$ cat src/rtl/assert_macros.svh
// Assertion helpers used by the top-level RTL file for its checks.
`ifndef ASSERT_MACROS_SVH
`define ASSERT_MACROS_SVH

// The expression must hold at every clock edge outside reset.
`define ASSERT_ALWAYS(lbl, clk, rst_n, expr, msg) \
    lbl: assert property (@(posedge clk) disable iff (!rst_n) (expr)) else $error(msg);

// The consequent must hold in the same cycle as the antecedent.
`define ASSERT_IMPLIES(lbl, clk, rst_n, ante, cons, msg) \
    lbl: assert property (@(posedge clk) disable iff (!rst_n) (ante) |-> (cons)) else $error(msg);

// The consequent must hold in the cycle after the antecedent.
`define ASSERT_NEXT(lbl, clk, rst_n, ante, cons, msg) \
    lbl: assert property (@(posedge clk) disable iff (!rst_n) (ante) |=> (cons)) else $error(msg);

`endif

$ cat src/rtl/lsbse_pkg.sv
`default_nettype none

package lsbse_pkg;

    // Configuration port.
    localparam int CFG_DW = 64;
    localparam int CFG_IW = 2;

    // Register indexes on the configuration port.
    localparam logic [CFG_IW-1:0] REG_BITS_PER_BYTE = 2'd0;
    localparam logic [CFG_IW-1:0] REG_KEY_WORD      = 2'd1;
    localparam logic [CFG_IW-1:0] REG_KEY_LENGTH    = 2'd2;

    localparam int BPB_W     = 4;
    localparam int KEY_LEN_W = 7;
    localparam int BPB_MAX   = 8;

    // Frame flag 0,1,1,1,1,1,1,0 sent first bit at bit 0.
    localparam logic [7:0] FLAG_PATTERN = 8'h7E;

    // A zero is stuffed when a one arrives with this many ones already seen.
    localparam logic [2:0] RUN_LIMIT = 3'd4;

    typedef enum logic [1:0] {
        FUNC_PAYLOAD = 2'd0,
        FUNC_FLAG    = 2'd1,
        FUNC_FINISH  = 2'd2,
        FUNC_COVER   = 2'd3
    } t_func;

    typedef enum logic [1:0] {
        ST_OK       = 2'd0,
        ST_FULL     = 2'd1,
        ST_SHORT    = 2'd2,
        ST_FINISHED = 2'd3
    } t_status;

    // Requests from the sequencer to the bit queue.
    typedef struct packed {
        logic push;
        logic push_bit;
        logic pop;
    } t_q_ctrl;

endpackage

`default_nettype wire

$ cat src/rtl/lsbse_bitq.sv
`default_nettype none

// Circular one-bit queue with a registered read of the oldest entry.
module lsbse_bitq #(
    parameter int QUEUE_DEPTH = 32,
    localparam int CW = $clog2(QUEUE_DEPTH + 1)
) (
    input  wire logic              i_clk,
    input  wire logic              i_rst_n,
    input  wire lsbse_pkg::t_q_ctrl i_ctrl,
    output logic [CW-1:0]          o_count,
    output logic                   o_rd_bit
);

    localparam int AW = $clog2(QUEUE_DEPTH);
    localparam logic [AW-1:0] LAST = AW'(QUEUE_DEPTH - 1);

    logic          r_mem [QUEUE_DEPTH];
    logic [AW-1:0] r_head;
    logic [AW-1:0] r_tail;
    logic [CW-1:0] r_count;
    logic          r_rd_bit;

    always_ff @(posedge i_clk) begin
        if (i_ctrl.push) begin
            r_mem[r_tail] <= i_ctrl.push_bit;
        end
        r_rd_bit <= r_mem[r_head];
    end

    always_ff @(posedge i_clk) begin
        if (!i_rst_n) begin
            r_head  <= '0;
            r_tail  <= '0;
            r_count <= '0;
        end else begin
            if (i_ctrl.push) begin
                r_tail <= (r_tail == LAST) ? '0 : r_tail + AW'(1);
            end
            if (i_ctrl.pop) begin
                r_head <= (r_head == LAST) ? '0 : r_head + AW'(1);
            end
            r_count <= r_count + CW'(i_ctrl.push) - CW'(i_ctrl.pop);
        end
    end

    assign o_count  = r_count;
    assign o_rd_bit = r_rd_bit;

endmodule

`default_nettype wire

$ cat src/rtl/lsb_stego_embedder_top.sv
`default_nettype none

// Hides a keyed, bit-stuffed payload in the low bits of a stream of cover bytes. Payload
// bytes are split first bit at bit 0, a zero follows every fifth consecutive one, and every
// bit is XORed with the next bit of the cycling key before it enters a QUEUE_DEPTH bit queue.
// A flag item queues the keyed pattern 01111110 unstuffed, and finish queues one keyed zero
// and starts draining. Each cover byte gets its low bits_per_byte bits replaced by the
// oldest queued bits; once the queue has drained, cover bytes pass through unchanged. Every
// transaction on the input returns exactly one transaction on the output with a status code.
// One item is handled at a time, and all bits move through a single bit-serial path into and
// out of the queue memory, one bit per cycle. A payload, flag or finish item is first walked
// dry to count the bits it would queue and, if they fit, walked again to push them; an item
// turned away because the queue is full ends after the dry walk. An embedding cover byte
// pops its bits one at a time, and a pass-through, short or already-finished item goes
// straight to its result. The next transaction is accepted in the cycle after the result is
// loaded into the output register, even while that result still waits to be taken.
// Configuration must be written while the block is idle; bits_per_byte outside 1 to 8 and
// key_length outside 1 to KEY_BITS are clamped into range.

`include "assert_macros.svh"

module lsb_stego_embedder_top #(
    parameter int QUEUE_DEPTH = 32,
    parameter int KEY_BITS    = 64
) (
    input  wire logic                           i_clk,
    input  wire logic                           i_rst_n,
    input  wire logic                           i_cfg_we,
    input  wire logic [lsbse_pkg::CFG_IW-1:0]   i_cfg_index,
    input  wire logic [lsbse_pkg::CFG_DW-1:0]   i_cfg_data,
    input  wire logic                           i_valid,
    output logic                                o_ready,
    input  wire logic [1:0]                     i_func,
    input  wire logic [7:0]                     i_data,
    output logic                                o_valid,
    input  wire logic                           i_ready,
    output logic [7:0]                          o_stego_byte,
    output logic                                o_stego_valid,
    output logic [5:0]                          o_queue_level,
    output logic [1:0]                          o_status
);

    localparam int CW  = $clog2(QUEUE_DEPTH + 1);
    localparam int KPW = $clog2(KEY_BITS);
    localparam int KLW = lsbse_pkg::KEY_LEN_W;
    localparam int BW  = lsbse_pkg::BPB_W;

    typedef enum logic [2:0] {
        S_IDLE,
        S_DRY,
        S_PUSH,
        S_POP,
        S_DONE
    } t_state;

    // Embedding, draining after finish, and plain pass through.
    typedef enum logic [1:0] {
        PH_EMBED,
        PH_DRAIN,
        PH_PASS
    } t_phase;

    // Configuration registers.
    logic [BW-1:0]       r_bpb;
    logic [KEY_BITS-1:0] r_key_word;
    logic [KLW-1:0]      r_key_len;

    always_ff @(posedge i_clk) begin
        if (!i_rst_n) begin
            r_bpb      <= BW'(1);
            r_key_word <= '0;
            r_key_len  <= KLW'(1);
        end else if (i_cfg_we) begin
            case (i_cfg_index)
                lsbse_pkg::REG_BITS_PER_BYTE: r_bpb      <= i_cfg_data[BW-1:0];
                lsbse_pkg::REG_KEY_WORD:      r_key_word <= i_cfg_data[KEY_BITS-1:0];
                lsbse_pkg::REG_KEY_LENGTH:    r_key_len  <= i_cfg_data[KLW-1:0];
                default: begin
                end
            endcase
        end
    end

    // Sequencer state.
    t_state               r_state;
    t_phase               r_phase;
    lsbse_pkg::t_func     r_func;
    logic [7:0]           r_data;
    logic [7:0]           r_src;
    logic [3:0]           r_nbits;
    logic                 r_stuff_en;
    logic [3:0]           r_idx;
    logic                 r_pend;
    logic [2:0]           r_run;
    logic [2:0]           r_ones_run;
    logic [3:0]           r_need;
    logic [KPW-1:0]       r_key_pos;
    logic [3:0]           r_take;
    logic [3:0]           r_cnt;
    logic [7:0]           r_bits;
    lsbse_pkg::t_status   r_res_status;
    logic                 r_res_valid;
    logic                 r_res_emb;
    logic                 r_out_valid;
    logic [7:0]           r_out_byte;
    logic                 r_out_sv;
    logic [5:0]           r_out_level;
    lsbse_pkg::t_status   r_out_status;

    lsbse_pkg::t_q_ctrl   q_ctrl;
    logic [CW-1:0]        q_count;
    logic                 q_rd_bit;

    logic [BW-1:0]  w_bpb;
    logic [KLW-1:0] w_key_len;
    logic           w_walk_end;
    logic           w_cur_bit;
    logic           w_key_bit;
    logic           w_key_wrap;
    logic           w_fit;
    logic           w_short;
    logic [3:0]     w_take;
    logic [7:0]     w_mask;

    // Out-of-range register values are clamped the same way everywhere.
    assign w_bpb = (r_bpb == '0) ? BW'(1) :
                   (r_bpb > BW'(lsbse_pkg::BPB_MAX)) ? BW'(lsbse_pkg::BPB_MAX) : r_bpb;
    assign w_key_len = (r_key_len == '0) ? KLW'(1) :
                       (r_key_len > KLW'(KEY_BITS)) ? KLW'(KEY_BITS) : r_key_len;

    // The bit walker serves payload, flag and finish items. A pending stuff bit is a zero
    // that is emitted before the walker moves on to the next source bit.
    assign w_walk_end = !r_pend && (r_idx == r_nbits);
    assign w_cur_bit  = !r_pend && r_src[r_idx[2:0]];
    assign w_key_bit  = r_key_word[r_key_pos];
    assign w_key_wrap = (KLW'(r_key_pos) + KLW'(1)) >= w_key_len;

    // The dry walk counts the bits an item will queue, so it is rejected as a whole or not.
    assign w_fit = ({1'b0, q_count} + (CW + 1)'(r_need)) <= (CW + 1)'(QUEUE_DEPTH);

    assign w_short = q_count < CW'(w_bpb);
    assign w_take  = w_short ? 4'(q_count) : w_bpb;
    assign w_mask  = 8'(8'hFF << w_bpb);

    assign q_ctrl.push     = (r_state == S_PUSH) && !w_walk_end;
    assign q_ctrl.push_bit = w_cur_bit ^ w_key_bit;
    assign q_ctrl.pop      = (r_state == S_POP) && (r_cnt < r_take);

    lsbse_bitq #(
        .QUEUE_DEPTH(QUEUE_DEPTH)
    ) u_bitq (
        .i_clk    (i_clk),
        .i_rst_n  (i_rst_n),
        .i_ctrl   (q_ctrl),
        .o_count  (q_count),
        .o_rd_bit (q_rd_bit)
    );

    always_ff @(posedge i_clk) begin
        if (!i_rst_n) begin
            r_state     <= S_IDLE;
            r_phase     <= PH_EMBED;
            r_ones_run  <= '0;
            r_key_pos   <= '0;
            r_out_valid <= 1'b0;
        end else begin
            case (r_state)
                S_IDLE: begin
                    if (i_valid) begin
                        r_func <= lsbse_pkg::t_func'(i_func);
                        r_data <= i_data;
                        r_bits <= '0;
                        if (lsbse_pkg::t_func'(i_func) == lsbse_pkg::FUNC_COVER) begin
                            if (r_phase == PH_PASS) begin
                                r_res_status <= lsbse_pkg::ST_OK;
                                r_res_valid  <= 1'b1;
                                r_res_emb    <= 1'b0;
                                r_state      <= S_DONE;
                            end else if (r_phase == PH_EMBED && w_short) begin
                                r_res_status <= lsbse_pkg::ST_SHORT;
                                r_res_valid  <= 1'b0;
                                r_res_emb    <= 1'b0;
                                r_state      <= S_DONE;
                            end else begin
                                r_take       <= w_take;
                                r_cnt        <= '0;
                                r_res_status <= lsbse_pkg::ST_OK;
                                r_res_valid  <= 1'b1;
                                r_res_emb    <= 1'b1;
                                r_state      <= S_POP;
                            end
                        end else if (r_phase != PH_EMBED) begin
                            r_res_status <= lsbse_pkg::ST_FINISHED;
                            r_res_valid  <= 1'b0;
                            r_res_emb    <= 1'b0;
                            r_state      <= S_DONE;
                        end else begin
                            r_res_status <= lsbse_pkg::ST_OK;
                            r_res_valid  <= 1'b0;
                            r_res_emb    <= 1'b0;
                            r_idx        <= '0;
                            r_pend       <= 1'b0;
                            r_run        <= r_ones_run;
                            r_need       <= '0;
                            case (lsbse_pkg::t_func'(i_func))
                                lsbse_pkg::FUNC_PAYLOAD: begin
                                    r_src      <= i_data;
                                    r_nbits    <= 4'd8;
                                    r_stuff_en <= 1'b1;
                                end
                                lsbse_pkg::FUNC_FLAG: begin
                                    r_src      <= lsbse_pkg::FLAG_PATTERN;
                                    r_nbits    <= 4'd8;
                                    r_stuff_en <= 1'b0;
                                end
                                default: begin
                                    r_src      <= '0;
                                    r_nbits    <= 4'd1;
                                    r_stuff_en <= 1'b0;
                                end
                            endcase
                            r_state <= S_DRY;
                        end
                    end
                end

                S_DRY: begin
                    if (w_walk_end) begin
                        if (w_fit) begin
                            r_idx   <= '0;
                            r_pend  <= 1'b0;
                            r_run   <= r_ones_run;
                            r_state <= S_PUSH;
                        end else begin
                            r_res_status <= lsbse_pkg::ST_FULL;
                            r_state      <= S_DONE;
                        end
                    end else begin
                        r_need <= r_need + 4'd1;
                    end
                end

                S_PUSH: begin
                    if (w_walk_end) begin
                        case (r_func)
                            lsbse_pkg::FUNC_PAYLOAD: r_ones_run <= r_run;
                            lsbse_pkg::FUNC_FLAG:    r_ones_run <= '0;
                            default:                 r_phase    <= PH_DRAIN;
                        endcase
                        r_state <= S_DONE;
                    end else begin
                        r_key_pos <= w_key_wrap ? '0 : r_key_pos + KPW'(1);
                    end
                end

                S_POP: begin
                    // The queue read is registered, so each bit is captured in the cycle after its pop.
                    if (r_cnt != '0) begin
                        r_bits[3'(r_cnt - 4'd1)] <= q_rd_bit;
                    end
                    if (r_cnt < r_take) begin
                        r_cnt <= r_cnt + 4'd1;
                    end else begin
                        if (r_phase == PH_DRAIN && q_count == '0) begin
                            r_phase <= PH_PASS;
                        end
                        r_state <= S_DONE;
                    end
                end

                S_DONE: begin
                    if (!r_out_valid || i_ready) begin
                        r_out_byte   <= r_res_emb ? ((r_data & w_mask) | r_bits) :
                                        (r_res_valid ? r_data : 8'd0);
                        r_out_sv     <= r_res_valid;
                        r_out_level  <= 6'(q_count);
                        r_out_status <= r_res_status;
                        r_state      <= S_IDLE;
                    end
                end

                default: begin
                    r_state <= S_IDLE;
                end
            endcase

            // The output register fills when a result is ready and empties once taken.
            if (r_state == S_DONE && (!r_out_valid || i_ready)) begin
                r_out_valid <= 1'b1;
            end else if (i_ready) begin
                r_out_valid <= 1'b0;
            end

            // Shared step of the bit walker for the dry count and the real push.
            if ((r_state == S_DRY || r_state == S_PUSH) && !w_walk_end) begin
                if (r_pend) begin
                    r_pend <= 1'b0;
                    r_run  <= '0;
                end else begin
                    r_idx <= r_idx + 4'd1;
                    if (r_stuff_en) begin
                        if (w_cur_bit) begin
                            if (r_run == lsbse_pkg::RUN_LIMIT) begin
                                r_pend <= 1'b1;
                            end else begin
                                r_run <= r_run + 3'd1;
                            end
                        end else begin
                            r_run <= '0;
                        end
                    end
                end
            end
        end
    end

    assign o_ready       = (r_state == S_IDLE);
    assign o_valid       = r_out_valid;
    assign o_stego_byte  = r_out_byte;
    assign o_stego_valid = r_out_sv;
    assign o_queue_level = r_out_level;
    assign o_status      = r_out_status;

    // The queue never holds more bits than it has room for.
    `ASSERT_ALWAYS(a_count_bound, i_clk, i_rst_n, q_count <= CW'(QUEUE_DEPTH), "queue count overflow")
    // The overflow check must keep every push inside the queue.
    `ASSERT_IMPLIES(a_push_room, i_clk, i_rst_n, q_ctrl.push, q_count < CW'(QUEUE_DEPTH), "push into full queue")
    // Cover bytes only take bits that are really queued.
    `ASSERT_IMPLIES(a_pop_avail, i_clk, i_rst_n, q_ctrl.pop, q_count != '0, "pop from empty queue")
    // Once finish has been taken, embedding never resumes.
    `ASSERT_NEXT(a_phase_sticky, i_clk, i_rst_n, r_phase != PH_EMBED, r_phase != PH_EMBED, "phase went back to embedding")

endmodule

`default_nettype wire
$ cat config.mk
export PLATFORM = sky130hd
export DESIGN_NAME = lsb_stego_embedder_top
export DESIGN_NICKNAME = d
export VERILOG_FILES = /design/src/rtl/lsbse_pkg.sv /design/src/rtl/lsbse_bitq.sv /design/src/rtl/lsb_stego_embedder_top.sv
export VERILOG_INCLUDE_DIRS = /design/src /design/src/rtl
export SDC_FILE = /design/constraint.sdc
export NUM_CORES = 1
export LEC_CHECK = 0
export BUFFER_PORTS_ARGS = -buffer_cell sky130_fd_sc_hd__clkbuf_2
export CORE_ASPECT_RATIO = 1.2
export CORE_MARGIN = 2
export CORE_UTILIZATION = 30
export CTS_CLUSTER_DIAMETER = 200
export DETAILED_ROUTE_END_ITERATION = 8
export MAX_ROUTING_LAYER = met4
export PLACE_DENSITY_LB_ADDON = 0.25
export SETUP_SLACK_MARGIN = 0.15
export SYNTH_ARGS = -nofsm -noshare
export SYNTH_HDL_FRONTEND = slang
export SYNTH_HIERARCHICAL = 1
export SYNTH_SLANG_ARGS = --single-unit
$ cat constraint.sdc
create_clock -name i_clk -period 3.3 [get_ports i_clk]
set_input_delay 0.825 -clock i_clk [delete_from_list [all_inputs] [get_ports i_clk]]
set_output_delay 0.825 -clock i_clk [all_outputs]
set_load 0.01 [all_outputs]
Word-level counts from Yosys, hierarchy flattened
Memories as Yosys holds them, arrays and structs flattened. A register that Yosys moved wholly into a read port is not among the register bits.
Index checks and enable logic that the tools add are counted.
{"block": "word_totals", "reg_bits": 178, "ram_bits": 32, "wordCells": 235, "mem_count": 1}
{"name": "u_bitq.r_mem", "words": 32, "word_bits": 1, "read_ports": 1, "rd_ports_with_merged_regs": 1, "write_ports": 1, "line": "lsbse_bitq.sv:18", "text": "logic r_mem [QUEUE_DEPTH];"}
{"block": "op_classes", "addsub": 12, "magnitude_cmp": 10, "eq_ne": 31, "shifts": 1, "n_mux": 95, "bitwise_logic": 8, "reduce_logical": 47}
{"op": "two-way mux 4 bit", "n": 20}
{"op": "two-way mux 3 bit", "n": 20}
{"op": "two-way mux 8 bit", "n": 4}
{"op": "case mux 8 bit (2 select lines)", "n": 2}
{"op": "inequality test 2 bit, second input constant", "n": 12}
{"op": "case mux 4 bit (2 select lines)", "n": 3}
{"op": "two-way mux 2 bit", "n": 11}
{"op": "two-way mux 1 bit", "n": 20}
{"op": "AND reduction 5 bit", "n": 4}
{"op": "case mux 3 bit (5 select lines)", "n": 1}
{"op": "two-way mux 7 bit", "n": 2}
{"op": "adder 4 x 1 -> 4 bit, second input constant", "n": 3}
{"op": "case mux 3 bit (2 select lines)", "n": 2}
{"op": "AND reduction 6 bit", "n": 2}
{"op": "nonzero test 2 bit", "n": 6}
{"op": "adder 5 x 1 -> 5 bit, second input constant", "n": 2}
{"op": "== test 5 bit, second input constant", "n": 2}
{"op": "two-way mux 5 bit", "n": 2}
{"op": "logical AND 1 bit", "n": 9}
{"op": "AND reduction 3 bit", "n": 3}
{"op": "bitwise AND 8 bit", "n": 1}
{"op": "bitwise mux 8 bit", "n": 1}
{"op": "== test 2 x 1 -> 1 bit, second input constant", "n": 4}
{"op": "zero test 2 bit", "n": 4}
{"op": "43 further kinds", "n": 64}

Longest topological paths before layout
{"block": "depth", "word_depth": 10, "depth_mapped": 13, "ltp_nobuf": 13}

Modules after synthesis
Netlist, hierarchy kept.
{"module": "lsb_stego_embedder_top", "n_inst": 1, "cells_per_inst": 852, "area_per_inst_um2": 8127.8, "seq_area_each_um2": 3903.7}
{"module": "lsbse_bitq", "n_inst": 1, "cells_per_inst": 209, "area_per_inst_um2": 2424.8, "seq_area_each_um2": 1301.2}

Least setup slack after synthesis
No wires, ideal clock.
{"block": "synth_timing", "path_type": "reg-to-reg", "from": "register r_key_pos[0]", "to": "memory u_bitq.r_mem[0], data pin", "setup_time_ps": 371, "t_arrival_ps": 2607, "t_required_ps": 2929, "slack_ps": 322, "path_stages_with_launch": 8, "path_buffers": 1, "cell_sequence": "dfxtp_1 buf_4 mux4_2 a22o_1 o21ai_0 o211ai_1 o41ai_1 xor2_1"}
{"item": "start: declaration", "line": "lsb_stego_embedder_top.sv:97", "text": "logic [KPW-1:0] r_key_pos;"}
{"item": "start signal: assignment", "line": "lsb_stego_embedder_top.sv:252", "text": "r_key_pos <= w_key_wrap ? '0 : r_key_pos + KPW'(1);"}
{"item": "end: declaration", "line": "lsbse_bitq.sv:18"}

==> results.md <==
* Most used DFF post-synth: dfxtp_1
* DRT iter0 DRCs at 386
* Critical path cell sequence: nor2b_1 -> nor2b_1 -> nand2_1 -> inv_1 -> ha_1 -> a21o_1 -> a21oi_1 -> or4_1 -> nand3_1
* Worst hold endpoint: o_status[1]
* Compound-gate portion of the synthesized area at 0.128
* Routability cong. at a little over 0.8
* IO Count at 100
* Clock slew at reported path FFs at 60 ps
* Cells after Synth at approximately 1100
* Pins Over Slew Limit at 0
* Worst-Skew Late Latency at 540 ps
* Xor and xnor area share after synthesis at 0.0191
* P_leak at 0.00459 uW
* Row Count at 75
* Worst Setup Start Kind: flop
* Number of flops mapped to enable cells by yosys at 102
* Yosys reg bits at about 210
* # nets final at 1268
* Setup bufs post-CTS at 0
* Hpwl dp at about 18000 um
* Setup_tns at 0 ps
* Vias per cell at 4.79
* Number of global-route vias before repair at 7555
* Largest stage delay, worst path at 520 ps
* Synth top area cells: edfxtp_1 29%, dfxtp_1 20%, nand2_1 6.7%
* Ant diodes at 0
* Worst Clk Skew at just over 40 ps
* Met3 Use GR at 0.0183
* Share of the yosys chip area belonging to registers at 0.493
* Starting Density at 0.303
* Cell repeated most along the worst path: nor2b_1
* Final period util at 0.878
* Fraction of layout cells with a size suffix above 1 at 0.167
* Post-Synthesis Cell Area at 10600 um2
* Hold path depth at 0
* Slowest CP cell: dfxtp_1
* Largest family of logic cells by synthesized area: simple AND/OR/NAND/NOR gates
* Area leader, netlist: edfxtp_1
* First drt pass iteration count at 5
* CTS tree: done
* Chip Width at 175 um
* GR Util All Layers at 0.139
* R2R setup slack at roughly 400 ps
* Fin worst setup slack at 403 ps
* Setup Viol. Count Final at 0
* Worst Path Required at 3750 ps
* Maximum VDD drop at 266 uV
* Max H-tree Level at 1
* Area delta synth->final at 17.1%
* Die area at approximately 37000 um2
* Ys Warns at 6
* Crit path time final at between 2000 and 3000 ps
* Max cap viols at 0
* Post-synth top cells: 187 x nand2_1, 107 x dfxtp_1, 102 x edfxtp_1
* Dpl ws at 430 ps
* Simple-Gate Fraction of Synth Area at 0.190
* Critical Path AT at about 3400 ps
* Fin. Hold Viols at 0
* RR Endpoint: u_bitq/o_count[5]
* Core area at 34800 um2
* Critical Path Sink Type: flop
* RSZ-0062 raised after global routing: false
* WL final at about 25000 um
* Inserted Clock Buffers at 24
* R2r worst-path depth at 9
* Most Crowded Layer GR: met2
* Overflow after GRT at 0
* Most common cell in the netlist: nand2_1
* HP Class: flop to flop
* FFs w/ async S/R, synth at 0
* Routed length per instance at 15.4 um
* Clock root buffer: clkbuf_16
* Status: finished clean
* Vias at 7794
* Remaining antenna violation count after routing at 0
* Yosys cell types at 71
* Met2 global-route usage at 0.224
* Port-buffer cells at 99
* Synth Area in Adders at 0.0477
* Final Total Pwr at 6960 uW
* Initial antenna violation count at 0
* Maximum clock path buffer count at 3
* Clock Sink Count at 209
* Reg2reg start: r_state[1]
* Power Density at between 500 and 600 nW/um2
* Fmax at ~350 MHz
* First-pass GRT wire length at 40300 um
* Mapped Nets at 1181
* Maximum fanout along the worst path at 11
* Global routing met1 resource utilization at 0.184
* Critical path class: flop to flop
* Residual DRC at 0
* Hold Path Origin: r_res_status[1]
* Mux share of post-synthesis cell area at 0.0847
* Largest net degree at the start of global routing at 65
* Relative slew slack at 0.524
* Syn avg cell area at 9.95 um2
* Area share of the largest cell type after synthesis at 0.290
* Core Util, Final at 0.355
* Worst slew pin tran at a little over 700 ps
* DIE HEIGHT at 209 um
-- per-stage QoR --
step	hold slack, ps	instance area, um2	instances
after floorplan	400	10600	1061
after global placement	426	11600	1584
after detailed placement	420	11600	1584
after CTS	434	12300	1628
after global routing	441	12400	1628
final	428	12400	1628
-- cell families after synthesis --
group,Yosys count
muxes,64
and+or+nand+nor,432
adders and majority gates,39
AOI/OAI and AO/OA,196
buffers and inverters,98
DFF,209
xor gates and xnor gates,23
-- layout by cell type, fill, tap and decap left out, drive strengths merged, types with 7 or more instances in the layout --
cell type / count
clkinv: 7
nand2: 187
and2: 18
nor3: 9
inv: 40
dfxtp: 107
mux4: 18
xnor2: 10
mux2i: 39
buf: 23
nor2: 91
a31oi: 7
edfxtp: 102
o211ai: 7
xor2: 13
a21oi: 27
mux2: 7
clkbuf: 131
ha: 37
nand3: 33
and3: 13
nand3b: 8
o21ai: 37
nor2b: 32
a21boi: 68
nand2b: 8
a21o: 10
-- critical path, delay by kind of cell (launching register included) --
family	cells	cell delay, ps
AOI/OAI and AO/OA	2	230
adders and majority gates	1	270
buffers and inverters	1	340
DFF	1	520
and+or+nand+nor	5	1450
-- layout make-up --
cell class                 count  area (um2)
fill                        3551       22500
clock buffer                  33         671
tap                          462         578
sequential                   209        5200
timing repair buffer         121         701
multi-input combinational    754        4970
clock inverter                11        96.3
inverter                      38         143
-- report_power, final --
part / internal (uW) / leakage (uW) / switching (uW)
Combinational: 528 / 0.00238 / 691
Sequential: 2970 / 0.00182 / 174
Clock: 1510 / 0.000387 / 1090
Total: 5010 / 0.00459 / 1950
-- worst max-delay path by stage --
stage | start | to | slack, ps
floorplan | r_key_pos[0] | u_bitq/r_mem[0] | 320
global placement | r_cnt[2] | u_bitq/o_count[4] | 500
detailed placement | r_idx[1] | u_bitq/o_count[4] | 430
CTS | r_idx[1] | u_bitq/o_count[4] | 370
global route | r_state[1] | u_bitq/o_count[5] | 150
finish | r_state[1] | u_bitq/o_count[5] | 400
-- registers in the layout, indices dropped and copies added (netlist names), 3 cells and up --
register        cells
u_bitq/r_tail       5
u_bitq/r_head       5
r_data              8
r_key_word         64
r_cnt               4
r_key_len           7
r_bits              8
r_run               3
r_ones_run          3
u_bitq/r_mem       32
r_need              4
r_idx               4
r_take              4
r_src               8
o_stego_byte        8
u_bitq/o_count      6
r_key_pos           6
r_bpb               4
o_queue_level       6
r_state             3
-- per-layer routing --
layer | part of all wire | vias up | wire length [um]
li1 | - | 3913 | -
met1 | 0.48 | 3688 | 11900
met2 | 0.46 | 159 | 11600
met3 | 0.040 | 34 | 1010
met4 | 0.021 | 0 | 528
met5 | 0 | - | 0
-- timing repair --
| item | in CTS | in global routing |
|---|---|---|
| setup endpoints to repair | 0 | 1 |
| resized for setup | 0 | 2 |
| endpoints found under the hold margin | 0 | 0 |
| hold buffers | 0 | 0 |
Power figures use the tool's default switching activity.
